===== src/mbss_pkg.sv =====
// shared types and constants of the masked byte signature scanner
`default_nettype none

package mbss_pkg;

   // default sizing handed to the top level parameters
   localparam int PATTERN_MAX_DEF = 16;
   localparam int OFFSET_BITS_DEF = 32;

   // field widths
   localparam int BYTE_W     = 8;
   localparam int ADDR_W     = 64;
   localparam int CARE_W     = 16;
   localparam int LENGTH_W   = 5;
   localparam int CSR_DATA_W = 64;
   localparam int CSR_IDX_W  = 3;

   // rel32 operand of a rip-relative instruction
   localparam int DISP_POS   = 3;   // displacement starts three bytes into the match
   localparam int DISP_BYTES = 4;
   localparam int DISP_W     = DISP_BYTES * BYTE_W;
   localparam int INSN_LEN   = 7;   // target is relative to the end of the instruction
   localparam int DISP_LAST  = INSN_LEN - 1;

   typedef enum logic [CSR_IDX_W-1:0] {
      CSR_PATTERN_LOW  = 3'd0,
      CSR_PATTERN_HIGH = 3'd1,
      CSR_CARE_BITS    = 3'd2,
      CSR_PATTERN_LEN  = 3'd3,
      CSR_RELATIVE     = 3'd4,
      CSR_REGION_START = 3'd5
   } csr_index_type;

   typedef struct packed {
      logic [ADDR_W-1:0]   pattern_low_bytes;
      logic [ADDR_W-1:0]   pattern_high_bytes;
      logic [CARE_W-1:0]   care_bits;
      logic [LENGTH_W-1:0] pattern_length;
      logic                relative_mode;
      logic [ADDR_W-1:0]   region_start;
   } cfg_type;

   localparam cfg_type CFG_RESET = '{
      pattern_low_bytes:  '0,
      pattern_high_bytes: '0,
      care_bits:          '0,
      pattern_length:     LENGTH_W'(1),
      relative_mode:      1'b0,
      region_start:       '0
   };

   // hit handed from the scan stage to the address stage
   typedef struct packed {
      logic              found;
      logic              use_disp;
      logic [ADDR_W-1:0] offset;
      logic [DISP_W:0]   disp_sum;   // sign-extended rel32 plus instruction length
   } rslv_type;

endpackage

`default_nettype wire


===== src/mbss_req_if.sv =====
// byte channel into the scanner
`default_nettype none

interface mbss_req_if import mbss_pkg::*; ();
   logic              valid;
   logic              ready;
   logic [BYTE_W-1:0] data_byte;
   logic              last_byte;

   modport source (output valid, output data_byte, output last_byte, input ready);
   modport sink   (input valid, input data_byte, input last_byte, output ready);
endinterface

`default_nettype wire


===== src/mbss_rsp_if.sv =====
// result channel out of the scanner
`default_nettype none

interface mbss_rsp_if import mbss_pkg::*; ();
   logic              valid;
   logic              ready;
   logic              found;
   logic [ADDR_W-1:0] match_address;

   modport source (output valid, output found, output match_address, input ready);
   modport sink   (input valid, input found, input match_address, output ready);
endinterface

`default_nettype wire


===== src/masked_byte_signature_scanner.sv =====
// top level of the masked byte signature scanner
//
// bytes of one code region arrive on req_bus, one beat per byte in address
// order, with last_byte set on the final byte. the block looks for the first
// offset where the configured pattern (up to sixteen bytes, each compared or
// ignored by its care bit) matches and returns a single beat on rsp_bus per
// region: region_start plus offset, or in relative mode region_start + offset
// + rel32 + 7 with rel32 the signed little-endian word at offset+3 (the
// plain address if the region ends first). a region without a match returns
// found=0 and address 0 on its last byte. later bytes of a region after its
// result are swallowed. the block takes one byte per cycle unless a held result
// on the result side stalls it; the per-byte window compare is combinational
// in the scan stage. a result beat passes the input register, the scan stage
// and the address adder into the output register. configuration writes land
// on csr_we and apply from the next byte on; write them only while no byte or
// result is in flight.
`default_nettype none

module masked_byte_signature_scanner import mbss_pkg::*; #(
   parameter int PATTERN_MAX = PATTERN_MAX_DEF,   // window depth, longest usable pattern
   parameter int OFFSET_BITS = OFFSET_BITS_DEF    // width of the byte position counter
) (
   input  logic                  clock,
   input  logic                  reset,
   mbss_req_if.sink              req_bus,
   mbss_rsp_if.source            rsp_bus,
   input  logic                  csr_we,
   input  logic [CSR_IDX_W-1:0]  csr_index,
   input  logic [CSR_DATA_W-1:0] csr_data
);

   cfg_type  cfg;

   // scan stage to address stage
   logic     hit_valid;
   logic     hit_ready;
   rslv_type hit;

   // register file, reset leaves a one byte don't-care pattern
   mbss_csr u_csr (
      .clock     (clock),
      .reset     (reset),
      .csr_we    (csr_we),
      .csr_index (csr_index),
      .csr_data  (csr_data),
      .cfg       (cfg)
   );

   // window shift, parallel masked compare, match tracking and rel32 pick
   mbss_scan #(
      .PATTERN_MAX (PATTERN_MAX),
      .OFFSET_BITS (OFFSET_BITS)
   ) u_scan (
      .clock     (clock),
      .reset     (reset),
      .cfg       (cfg),
      .req       (req_bus),
      .hit_valid (hit_valid),
      .hit_ready (hit_ready),
      .hit       (hit)
   );

   // final 64-bit sum, wraps modulo 2^64, held until the sink takes it
   mbss_resolve u_resolve (
      .clock        (clock),
      .reset        (reset),
      .region_start (cfg.region_start),
      .hit_valid    (hit_valid),
      .hit_ready    (hit_ready),
      .hit          (hit),
      .rsp          (rsp_bus)
   );

endmodule

`default_nettype wire


===== src/mbss_csr.sv =====
// configuration registers of the scanner
`default_nettype none

module mbss_csr import mbss_pkg::*; (
   input  logic                  clock,
   input  logic                  reset,
   input  logic                  csr_we,
   input  logic [CSR_IDX_W-1:0]  csr_index,
   input  logic [CSR_DATA_W-1:0] csr_data,
   output cfg_type               cfg
);

   cfg_type cfg_ff;
   cfg_type cfg_in;

   always_comb begin
      cfg_in = cfg_ff;
      if (csr_we) begin
         unique case (csr_index)
            CSR_PATTERN_LOW:  cfg_in.pattern_low_bytes  = csr_data;
            CSR_PATTERN_HIGH: cfg_in.pattern_high_bytes = csr_data;
            CSR_CARE_BITS:    cfg_in.care_bits          = csr_data[CARE_W-1:0];
            CSR_PATTERN_LEN:  cfg_in.pattern_length     = csr_data[LENGTH_W-1:0];
            CSR_RELATIVE:     cfg_in.relative_mode      = csr_data[0];
            CSR_REGION_START: cfg_in.region_start       = csr_data;
            default:          cfg_in = cfg_ff;   // unused index, dropped
         endcase
      end
   end

   always_ff @(posedge clock) begin
      if (reset) begin
         cfg_ff <= CFG_RESET;
      end else begin
         cfg_ff <= cfg_in;
      end
   end

   assign cfg = cfg_ff;

endmodule

`default_nettype wire


===== src/mbss_scan.sv =====
// input register, byte window compare and scan state
`default_nettype none

module mbss_scan import mbss_pkg::*; #(
   parameter int PATTERN_MAX = PATTERN_MAX_DEF,
   parameter int OFFSET_BITS = OFFSET_BITS_DEF
) (
   input  logic      clock,
   input  logic      reset,
   input  cfg_type   cfg,
   mbss_req_if.sink  req,
   output logic      hit_valid,
   input  logic      hit_ready,
   output rslv_type  hit
);

   localparam int LenW    = $clog2(PATTERN_MAX + 1);
   localparam int IdxW    = $clog2(PATTERN_MAX);
   localparam int PatBits = BYTE_W * PATTERN_MAX;

   // input register
   logic              in_vld_ff;
   logic              in_vld_in;
   logic [BYTE_W-1:0] in_byte_ff;
   logic              in_last_ff;

   // scan state
   logic [BYTE_W-1:0]      win_ff [PATTERN_MAX];
   logic [BYTE_W-1:0]      win_nx [PATTERN_MAX];
   logic [OFFSET_BITS-1:0] bytes_seen_ff;
   logic                   match_pending_ff;
   logic [OFFSET_BITS-1:0] match_off_ff;
   logic                   scan_done_ff;

   // hit register
   logic     hit_vld_ff;
   logic     hit_vld_in;
   rslv_type hit_ff;
   rslv_type hit_in;

   logic                   hit_free;
   logic                   core_go;
   logic [PatBits-1:0]     pat_flat;
   logic [PATTERN_MAX-1:0] care_flat;
   logic [LenW-1:0]        eff_len;
   logic [IdxW-1:0]        len_m1;
   logic [PATTERN_MAX-1:0] len_hit;
   logic [OFFSET_BITS-1:0] diff;
   logic [OFFSET_BITS-1:0] new_off;
   logic [OFFSET_BITS-1:0] off_after;
   logic [DISP_W-1:0]      disp_word;
   logic                   active;
   logic                   new_match;
   logic                   pend_now;
   logic                   pend_after;
   logic                   emit_plain;
   logic                   emit_rel;
   logic                   emit_scan;
   logic                   emit_final;
   logic                   emit;

   assign hit_free  = !hit_vld_ff || hit_ready;
   assign core_go   = in_vld_ff && hit_free;
   assign req.ready = !in_vld_ff || hit_free;
   assign in_vld_in = req.ready ? req.valid : in_vld_ff;

   // pattern bytes past the configured sixteen read as zero, don't care
   assign pat_flat  = PatBits'({cfg.pattern_high_bytes, cfg.pattern_low_bytes});
   assign care_flat = PATTERN_MAX'(cfg.care_bits);

   always_comb begin
      if (cfg.pattern_length == '0) begin
         eff_len = LenW'(1);
      end else if (int'(cfg.pattern_length) > PATTERN_MAX) begin
         eff_len = LenW'(PATTERN_MAX);
      end else begin
         eff_len = LenW'(cfg.pattern_length);
      end
   end
   assign len_m1 = IdxW'(eff_len - LenW'(1));

   // window after this byte shifts in, newest at index 0
   always_comb begin
      win_nx[0] = in_byte_ff;
      for (int i = 1; i < PATTERN_MAX; i++) begin
         win_nx[i] = win_ff[i-1];
      end
   end

   // one compare per candidate length, the configured one is picked below
   always_comb begin
      for (int l = 0; l < PATTERN_MAX; l++) begin
         len_hit[l] = 1'b1;
         for (int k = 0; k <= l; k++) begin
            if (care_flat[k] && (win_nx[l-k] != pat_flat[BYTE_W*k +: BYTE_W])) begin
               len_hit[l] = 1'b0;
            end
         end
      end
   end

   assign active    = !scan_done_ff && (bytes_seen_ff != '1);
   assign new_off   = bytes_seen_ff - OFFSET_BITS'(len_m1);
   assign new_match = active && !match_pending_ff &&
                      (bytes_seen_ff >= OFFSET_BITS'(len_m1)) && len_hit[len_m1];
   assign pend_now  = active && (match_pending_ff || new_match);
   assign off_after = new_match ? new_off : match_off_ff;

   // distance from the match start to the current byte
   assign diff = match_pending_ff ? (bytes_seen_ff - match_off_ff) : OFFSET_BITS'(len_m1);

   // rel32 taps, the oldest byte of the word sits deepest in the window
   always_comb begin
      logic sel;
      disp_word = '0;
      for (int j = DISP_POS; j < PATTERN_MAX; j++) begin
         if (j == PATTERN_MAX - 1) begin
            sel = diff >= OFFSET_BITS'(j + DISP_POS);
         end else begin
            sel = diff == OFFSET_BITS'(j + DISP_POS);
         end
         if (sel) begin
            for (int b = 0; b < DISP_BYTES; b++) begin
               disp_word[BYTE_W*b +: BYTE_W] = win_nx[j-b];
            end
         end
      end
   end

   assign emit_plain = pend_now && !cfg.relative_mode;
   assign emit_rel   = pend_now && cfg.relative_mode && (diff >= OFFSET_BITS'(DISP_LAST));
   assign emit_scan  = emit_plain || emit_rel;
   assign pend_after = active ? (pend_now && !emit_scan) : match_pending_ff;
   assign emit_final = in_last_ff && !scan_done_ff && !emit_scan;
   assign emit       = emit_scan || emit_final;

   always_comb begin
      hit_in.found    = emit_scan || pend_after;
      hit_in.use_disp = emit_rel;
      hit_in.offset   = ADDR_W'(off_after);
      hit_in.disp_sum = {disp_word[DISP_W-1], disp_word} + (DISP_W+1)'(INSN_LEN);
   end

   assign hit_vld_in = hit_free ? (core_go && emit) : hit_vld_ff;

   always_ff @(posedge clock) begin
      if (reset) begin
         in_vld_ff        <= 1'b0;
         hit_vld_ff       <= 1'b0;
         bytes_seen_ff    <= '0;
         match_pending_ff <= 1'b0;
         match_off_ff     <= '0;
         scan_done_ff     <= 1'b0;
      end else begin
         in_vld_ff  <= in_vld_in;
         hit_vld_ff <= hit_vld_in;
         if (core_go) begin
            if (in_last_ff) begin
               bytes_seen_ff    <= '0;
               match_pending_ff <= 1'b0;
               match_off_ff     <= '0;
               scan_done_ff     <= 1'b0;
            end else begin
               if (active) begin
                  bytes_seen_ff <= bytes_seen_ff + OFFSET_BITS'(1);
               end
               match_pending_ff <= pend_after;
               match_off_ff     <= off_after;
               scan_done_ff     <= scan_done_ff || emit_scan;
            end
         end
      end
   end

   always_ff @(posedge clock) begin
      if (req.valid && req.ready) begin
         in_byte_ff <= req.data_byte;
         in_last_ff <= req.last_byte;
      end
      if (core_go && active) begin
         win_ff <= win_nx;
      end
      if (core_go && emit) begin
         hit_ff <= hit_in;
      end
   end

   assign hit_valid = hit_vld_ff;
   assign hit       = hit_ff;

endmodule

`default_nettype wire


===== src/mbss_resolve.sv =====
// address sum and result register
`default_nettype none

module mbss_resolve import mbss_pkg::*; (
   input  logic              clock,
   input  logic              reset,
   input  logic [ADDR_W-1:0] region_start,
   input  logic              hit_valid,
   output logic              hit_ready,
   input  rslv_type          hit,
   mbss_rsp_if.source        rsp
);

   logic              out_vld_ff;
   logic              out_vld_in;
   logic              out_found_ff;
   logic [ADDR_W-1:0] out_addr_ff;
   logic [ADDR_W-1:0] out_addr_in;
   logic [ADDR_W-1:0] disp_ext;
   logic              out_free;

   assign out_free  = !out_vld_ff || rsp.ready;
   assign hit_ready = out_free;
   assign out_vld_in = out_free ? hit_valid : out_vld_ff;

   assign disp_ext = hit.use_disp ? ADDR_W'($signed(hit.disp_sum)) : '0;

   always_comb begin
      if (hit.found) begin
         out_addr_in = region_start + hit.offset + disp_ext;
      end else begin
         out_addr_in = '0;
      end
   end

   always_ff @(posedge clock) begin
      if (reset) begin
         out_vld_ff <= 1'b0;
      end else begin
         out_vld_ff <= out_vld_in;
      end
   end

   always_ff @(posedge clock) begin
      if (hit_valid && out_free) begin
         out_found_ff <= hit.found;
         out_addr_ff  <= out_addr_in;
      end
   end

   assign rsp.valid         = out_vld_ff;
   assign rsp.found         = out_found_ff;
   assign rsp.match_address = out_addr_ff;

endmodule

`default_nettype wire


===== src/flat_wrapper.sv =====
// flat-port wrapper written by rule: the top's interface ports become plain ports
module masked_byte_signature_scanner_flat import mbss_pkg::*;
#(
   parameter int PATTERN_MAX = PATTERN_MAX_DEF,                                          
   parameter int OFFSET_BITS = OFFSET_BITS_DEF                                         
)
  (clock, reset, csr_we, csr_index, csr_data, req_bus_valid, req_bus_data_byte, req_bus_last_byte, req_bus_ready, rsp_bus_valid, rsp_bus_found, rsp_bus_match_address, rsp_bus_ready);
  mbss_req_if req_bus_i ();
  mbss_rsp_if rsp_bus_i ();
  input  logic clock;
  input  logic reset;
  input  logic csr_we;
  input  logic [CSR_IDX_W-1:0] csr_index;
  input  logic [CSR_DATA_W-1:0] csr_data;
  input wire logic [$bits(req_bus_i.valid)-1:0] req_bus_valid;
  input wire logic [$bits(req_bus_i.data_byte)-1:0] req_bus_data_byte;
  input wire logic [$bits(req_bus_i.last_byte)-1:0] req_bus_last_byte;
  output wire logic [$bits(req_bus_i.ready)-1:0] req_bus_ready;
  output wire logic [$bits(rsp_bus_i.valid)-1:0] rsp_bus_valid;
  output wire logic [$bits(rsp_bus_i.found)-1:0] rsp_bus_found;
  output wire logic [$bits(rsp_bus_i.match_address)-1:0] rsp_bus_match_address;
  input wire logic [$bits(rsp_bus_i.ready)-1:0] rsp_bus_ready;
  assign req_bus_i.valid = req_bus_valid;
  assign req_bus_i.data_byte = req_bus_data_byte;
  assign req_bus_i.last_byte = req_bus_last_byte;
  assign req_bus_ready = req_bus_i.ready;
  assign rsp_bus_valid = rsp_bus_i.valid;
  assign rsp_bus_found = rsp_bus_i.found;
  assign rsp_bus_match_address = rsp_bus_i.match_address;
  assign rsp_bus_i.ready = rsp_bus_ready;
  masked_byte_signature_scanner #(.PATTERN_MAX(PATTERN_MAX), .OFFSET_BITS(OFFSET_BITS)) u_core (.clock(clock), .reset(reset), .req_bus(req_bus_i), .rsp_bus(rsp_bus_i), .csr_we(csr_we), .csr_index(csr_index), .csr_data(csr_data));
endmodule

===== config.mk =====
export PLATFORM = sky130hd
export DESIGN_NAME = masked_byte_signature_scanner_flat
export DESIGN_NICKNAME = d
export VERILOG_FILES = /design/src/mbss_pkg.sv /design/src/mbss_req_if.sv /design/src/mbss_rsp_if.sv /design/src/masked_byte_signature_scanner.sv /design/src/mbss_csr.sv /design/src/mbss_scan.sv /design/src/mbss_resolve.sv /design/src/flat_wrapper.sv
export SDC_FILE = /design/constraint.sdc
export NUM_CORES = 2
export LEC_CHECK = 0
export BUFFER_PORTS_ARGS = -buffer_cell sky130_fd_sc_hd__buf_2
export CORE_MARGIN = 8
export CORE_UTILIZATION = 35
export CTS_CLUSTER_DIAMETER = 200
export CTS_CLUSTER_SIZE = 40
export DETAILED_ROUTE_END_ITERATION = 8
export PLACE_DENSITY = 0.53
export SETUP_SLACK_MARGIN = 0.15
export SYNTH_ARGS = -nofsm -noshare
export SYNTH_HDL_FRONTEND = slang
export SYNTH_SLANG_ARGS = --single-unit
export TNS_END_PERCENT = 1

===== constraint.sdc =====
create_clock -name clock -period 7.5 [get_ports clock]
set_input_delay 0 -clock clock [delete_from_list [all_inputs] [get_ports clock]]
set_output_delay 0 -clock clock [all_outputs]
set_load 0.03 [all_outputs]

==> reports/qor.log <==
[place] cell total after placement 6791
[clocking] number of clock sinks 544
[floorplanning] Initial Util 35.24%
[power] fraction of power spent switching nets 35.09%
[setup_path] internal reg-to-reg setup slack 1.09 ns
[logic_synthesis] ys async rst share 0%
[global_route] number of antenna violations at the first check in global routing 3
[power] internal power 4.420 mW
[logic_synthesis] Synth area leaders xnor2_1 22%, edfxtp_1 18%, dfxtp_1 13%
[floorplanning] Die Width 371.4 µm
[place] placer's final routability congestion estimate 1.050
[place] setup slack at placement 1.135 ns
[timing] period utilisation layout 85.48%
[final_layout] number of standard cells in the layout, taps in and fillers out 6912
[clocking] number of H-tree levels 1
[logic_synthesis] post-synthesis sequential area ratio 30.55%
[drt] routed wire length 205.4 mm
[power] clock share of power 21.2%
[setup_path] kind of critical path reg -> reg
[clocking] TritonCTS clock tree built
[timing] Least-Margin Pin Slew 1.410 ns
[timing] RSZ-0062 raised after global routing no
[logic_synthesis] most used standard cells in the synthesized netlist 1130 x xnor2_1, 679 x nand2_1, 374 x clkbuf_1
[clocking] clock buffers created by TritonCTS 17
[drt] initial DRC count 5658
[setup_path] number of cells on the worst reg-to-reg path 21
[global_route] overall global routing resource usage 28.45%
[clocking] Clock Root Buffer clkbuf_16
[setup_path] Data arrival, critical path 6.80 ns
[timing] final setup TNS 0 ns
[final_layout] sequential cell area 13500 µm²
[logic_synthesis] number of instances in the synthesized netlist 5314
[setup_path] sort of element at the start of the critical path register
[drt] detailed-router iteration count before antenna repair 7
[logic_synthesis] cell taking the most area after synthesis xnor2_1
[clocking] deepest clock path buffer count 3
[timing] clock skew after layout 0.07520 ns
[worst_hold_path] path type of the worst min-delay path in -> reg
[timing] final critical-path setup slack 1.089 ns
[setup_path] R2R Path Start u_core.u_scan.hit[97]$_DFFE_PP_
[global_route] first-pass GRT wire length 292.0 mm
[global_route] total gr overflow 0
[global_route] largest net degree at the start of global routing 122
[timing] top achievable clock speed 156.0 MHz
[floorplanning] Die ar. 137900 µm²
[setup_path] worst reg2reg path endpoint u_core.u_resolve.rsp.match_address[59]$_SDFFCE_PN0P_
[setup_path] Crit. End Element register
[drt] post-detailed-route via-to-cell ratio 6.080
[drt] remaining antenna violation count after routing 0
[drt] count of vias placed by the detailed router 42.03k
[clocking] Post-CTS Resized 0
[clocking] postcts setup bufs 0
[job] number of max-cap violations 0
[floorplanning] die height 371.4 µm
[power] reported leakage power 15.85 nW
[final_layout] layout net count 5494
[timing] final worst path period need 6.411 ns
[drt] residual DRC count 0
[logic_synthesis] top-count cell post-synth xnor2_1
[final_layout] ratio of cells with drive above 1 in the final layout 8.465%
[worst_hold_path] instance count along the most critical hold path 3
[power] sequential group share of total power 52.4%
[timing] Hold Vio Cnt, Final 0
[timing] count of final setup violators 0
[floorplanning] core box area 125400 µm²
[outcome] outcome finished clean
[setup_path] largest fanout on the critical path 33
[clocking] clock latency reported for the late side of the worst-skew pair 0.67 ns
[worst_hold_path] capture endpoint of the worst hold path u_core.u_csr.cfg[65]$_SDFFE_PP1P_
[drt] average routed wire per standard cell 29.72 µm
[clocking] clock-pin slew on the worst setup and hold paths 0.15 ns
[final_layout] growth of design area from synthesis to finish 8.526%
[setup_path] data required time of the worst path 7.89 ns
[power] Power per Cell Area 142.0 nW/µm²
[floorplanning] top-level port count 148
[final_layout] filler cell count 12.80k
[timing] Max-slew headroom 5.990%
[logic_synthesis] number of unique standard cell types used by synthesis 98
[floorplanning] std cell rows 130
[power] share of power burned in combinational logic 26.3%
[logic_synthesis] Synth Area per Inst 8.318 µm²
[logic_synthesis] Synth Net Count 5562
[clocking] count of hold buffers inserted by post-cts repair 86
[power] worst-case vdd ir drop 0.1454 mV
[logic_synthesis] count of flip-flops with a built-in enable after synthesis 261
[logic_synthesis] prevailing post-synth register cell dfxtp_1
[place] I/O Buffers 147
[logic_synthesis] Seq cells post-synth 544
[final_layout] area of the multi-input gates 28440 µm²
[logic_synthesis] Synth Warn # 0
[worst_hold_path] Min-Delay Startpoint csr_we
[logic_synthesis] top-area cell type share of the netlist area 22.39%
[logic_synthesis] total standard cell area after synthesis 44200 µm²
[power] Psw 2.390 mW
[timing] max-slew violation total from the final report 0
[place] HPWL reported at the end of detailed placement 149.2 mm
[global_route] via count of the first global-routing pass 39.72k
[sequential cells by signal, indices dropped and copies added, names as in the netlist]
name,cells
u_core.u_scan.in_byte_ff,8
u_core.u_scan.match_pending_ff,1
u_core.u_csr.cfg,214
u_core.u_scan.hit_valid,1
u_core.u_resolve.rsp.found,1
u_core.u_scan.match_off_ff,32
u_core.u_resolve.rsp.valid,1
u_core.u_resolve.rsp.match_address,64
u_core.u_scan.win_ff,120
u_core.u_scan.hit,67
u_core.u_scan.bytes_seen_ff,32
u_core.u_scan.in_last_ff,1
u_core.u_scan.in_vld_ff,1
u_core.u_scan.scan_done_ff,1
[through the flow]
step / cell area [µm²] / hold WS (ns) / power [mW] / utilization, %
6_report: 47970 / 0.04331 / 6.810 / 38.25
5_1_grt: 47960 / 0.05702 / 7.039 / 38.24
4_1_cts: 47950 / 0.01444 / 6.794 / 38.24
3_5_place_dp: 46600 / 0.1788 / 5.346 / 37.16
3_3_place_gp: 46600 / 0.1826 / 5.339 / 37.16
2_1_floorplan: 44200 / 0.09887 / 4.680 / -
[cells by family after synthesis]
kind of cell	Yosys count	share of synthesized area [%]
AND/OR/NAND/NOR	1689	18.80
XOR/XNOR	1230	24.37
AO/OA/AOI/OAI	1052	14.96
buffers and inverters	603	5.296
flip-flops	544	30.55
adder cells (fa/ha/maj)	167	5.322
multiplexers	29	0.6992
[how the worst max path moves through the flow]
| stage | from | endpoint | slack [ns] | depth (start not counted) |
|---|---|---|---|---|
| global route | u_core.u_scan.bytes_seen_ff[0]$_SDFFE_PP0P_ | u_core.u_scan.hit[28]$_DFFE_PP_ | 0.57 | 20 |
| finish | u_core.u_scan.hit[97]$_DFFE_PP_ | u_core.u_resolve.rsp.match_address[59]$_SDFFCE_PN0P_ | 1.09 | 21 |
| floorplan | u_core.u_csr.cfg[66]$_SDFFE_PP0P_ | u_core.u_scan.hit[0]$_DFFE_PP_ | 0.98 | 23 |
| global placement | u_core.u_scan.hit[97]$_DFFE_PP_ | u_core.u_resolve.rsp.match_address[63]$_SDFFCE_PN0P_ | 1.08 | 21 |
| CTS | u_core.u_scan.hit[97]$_DFFE_PP_ | u_core.u_resolve.rsp.match_address[59]$_SDFFCE_PN0P_ | 1.10 | 21 |
| detailed placement | u_core.u_scan.hit[97]$_DFFE_PP_ | u_core.u_resolve.rsp.match_address[63]$_SDFFCE_PN0P_ | 1.14 | 21 |
[power by group through the flow]
stage	clock (mW)	combinational (mW)	sequential, mW
global placement	0	1.72	3.62
global route	1.55	1.92	3.57
detailed placement	0	1.73	3.62
CTS	1.47	1.77	3.55
floorplan	0	1.24	3.44
finish	1.44	1.79	3.57
[area by class of cell]
class | count | area share [%]
diodes | 5 | 0.02608
clock buffers | 27 | 0.9651
clock inverters | 3 | 0.06260
inverters | 77 | 0.6025
multi-input cells | 4167 | 59.29
flip-flops and latches | 544 | 28.15
well taps | 1650 | 4.304
repair buffers | 439 | 6.597
[placed cells by master, fill, tap and decap left out, drive strengths merged, types with 9 or more instances in the layout]
master       netlist  final
a2111oi           13     13
a211oi            24     24
a21o              60     60
a21oi            374    374
a221o             15     15
a221oi            17     17
a22o              10     10
a22oi             52     52
a31oi             32     32
and2              89     89
and3              39     39
and4              10     10
buf              151    352
clkbuf           375     28
dfxtp            283    283
dlygate4sd3        0     86
edfxtp           261    261
fa                35     35
ha               132    132
inv               76     78
mux2i             23     23
nand2            679    679
nand2b            28     28
nand3            107    107
nand4            319    319
nor2             219    219
nor2b             19     19
nor3              65     65
nor4              41     41
o211ai            20     20
o21a              13     13
o21ai            266    266
o21bai            12     12
o221ai             9      9
o22ai             17     17
o31ai             11     11
or2                9      9
or3               30     30
xnor2           1130   1130
xor2             100    100
[per-layer routing]
layer  track usage [%]  up-vias  routed length (µm)
li1                  -    18290                   -
met1             36.63    20330               81680
met2             43.49     2629               88070
met3             6.524      778               21170
met4             16.59        4               14510
met5                 0        -                  26
[critical path, stage by stage (launching register included)]
cell and delay [ns]:
edfxtp_1 0.84, and2_1 0.24, fa_1 0.43, ha_1 0.21, inv_1 0.09, fa_1 0.18, nor2b_1 0.05, o21ai_0 0.21
a21o_1 0.21, a211oi_1 0.09, o221a_2 0.28, o311ai_0 0.64, o21a_1 0.29, o41a_1 0.31, o21ai_0 0.27, a21oi_1 0.31
a311o_1 0.22, nand3_1 0.10, o41ai_1 0.68, o21ai_0 0.21, xor2_1 0.17, and2_1 0.16
No activity file was read; power rests on OpenSTA's default activity.
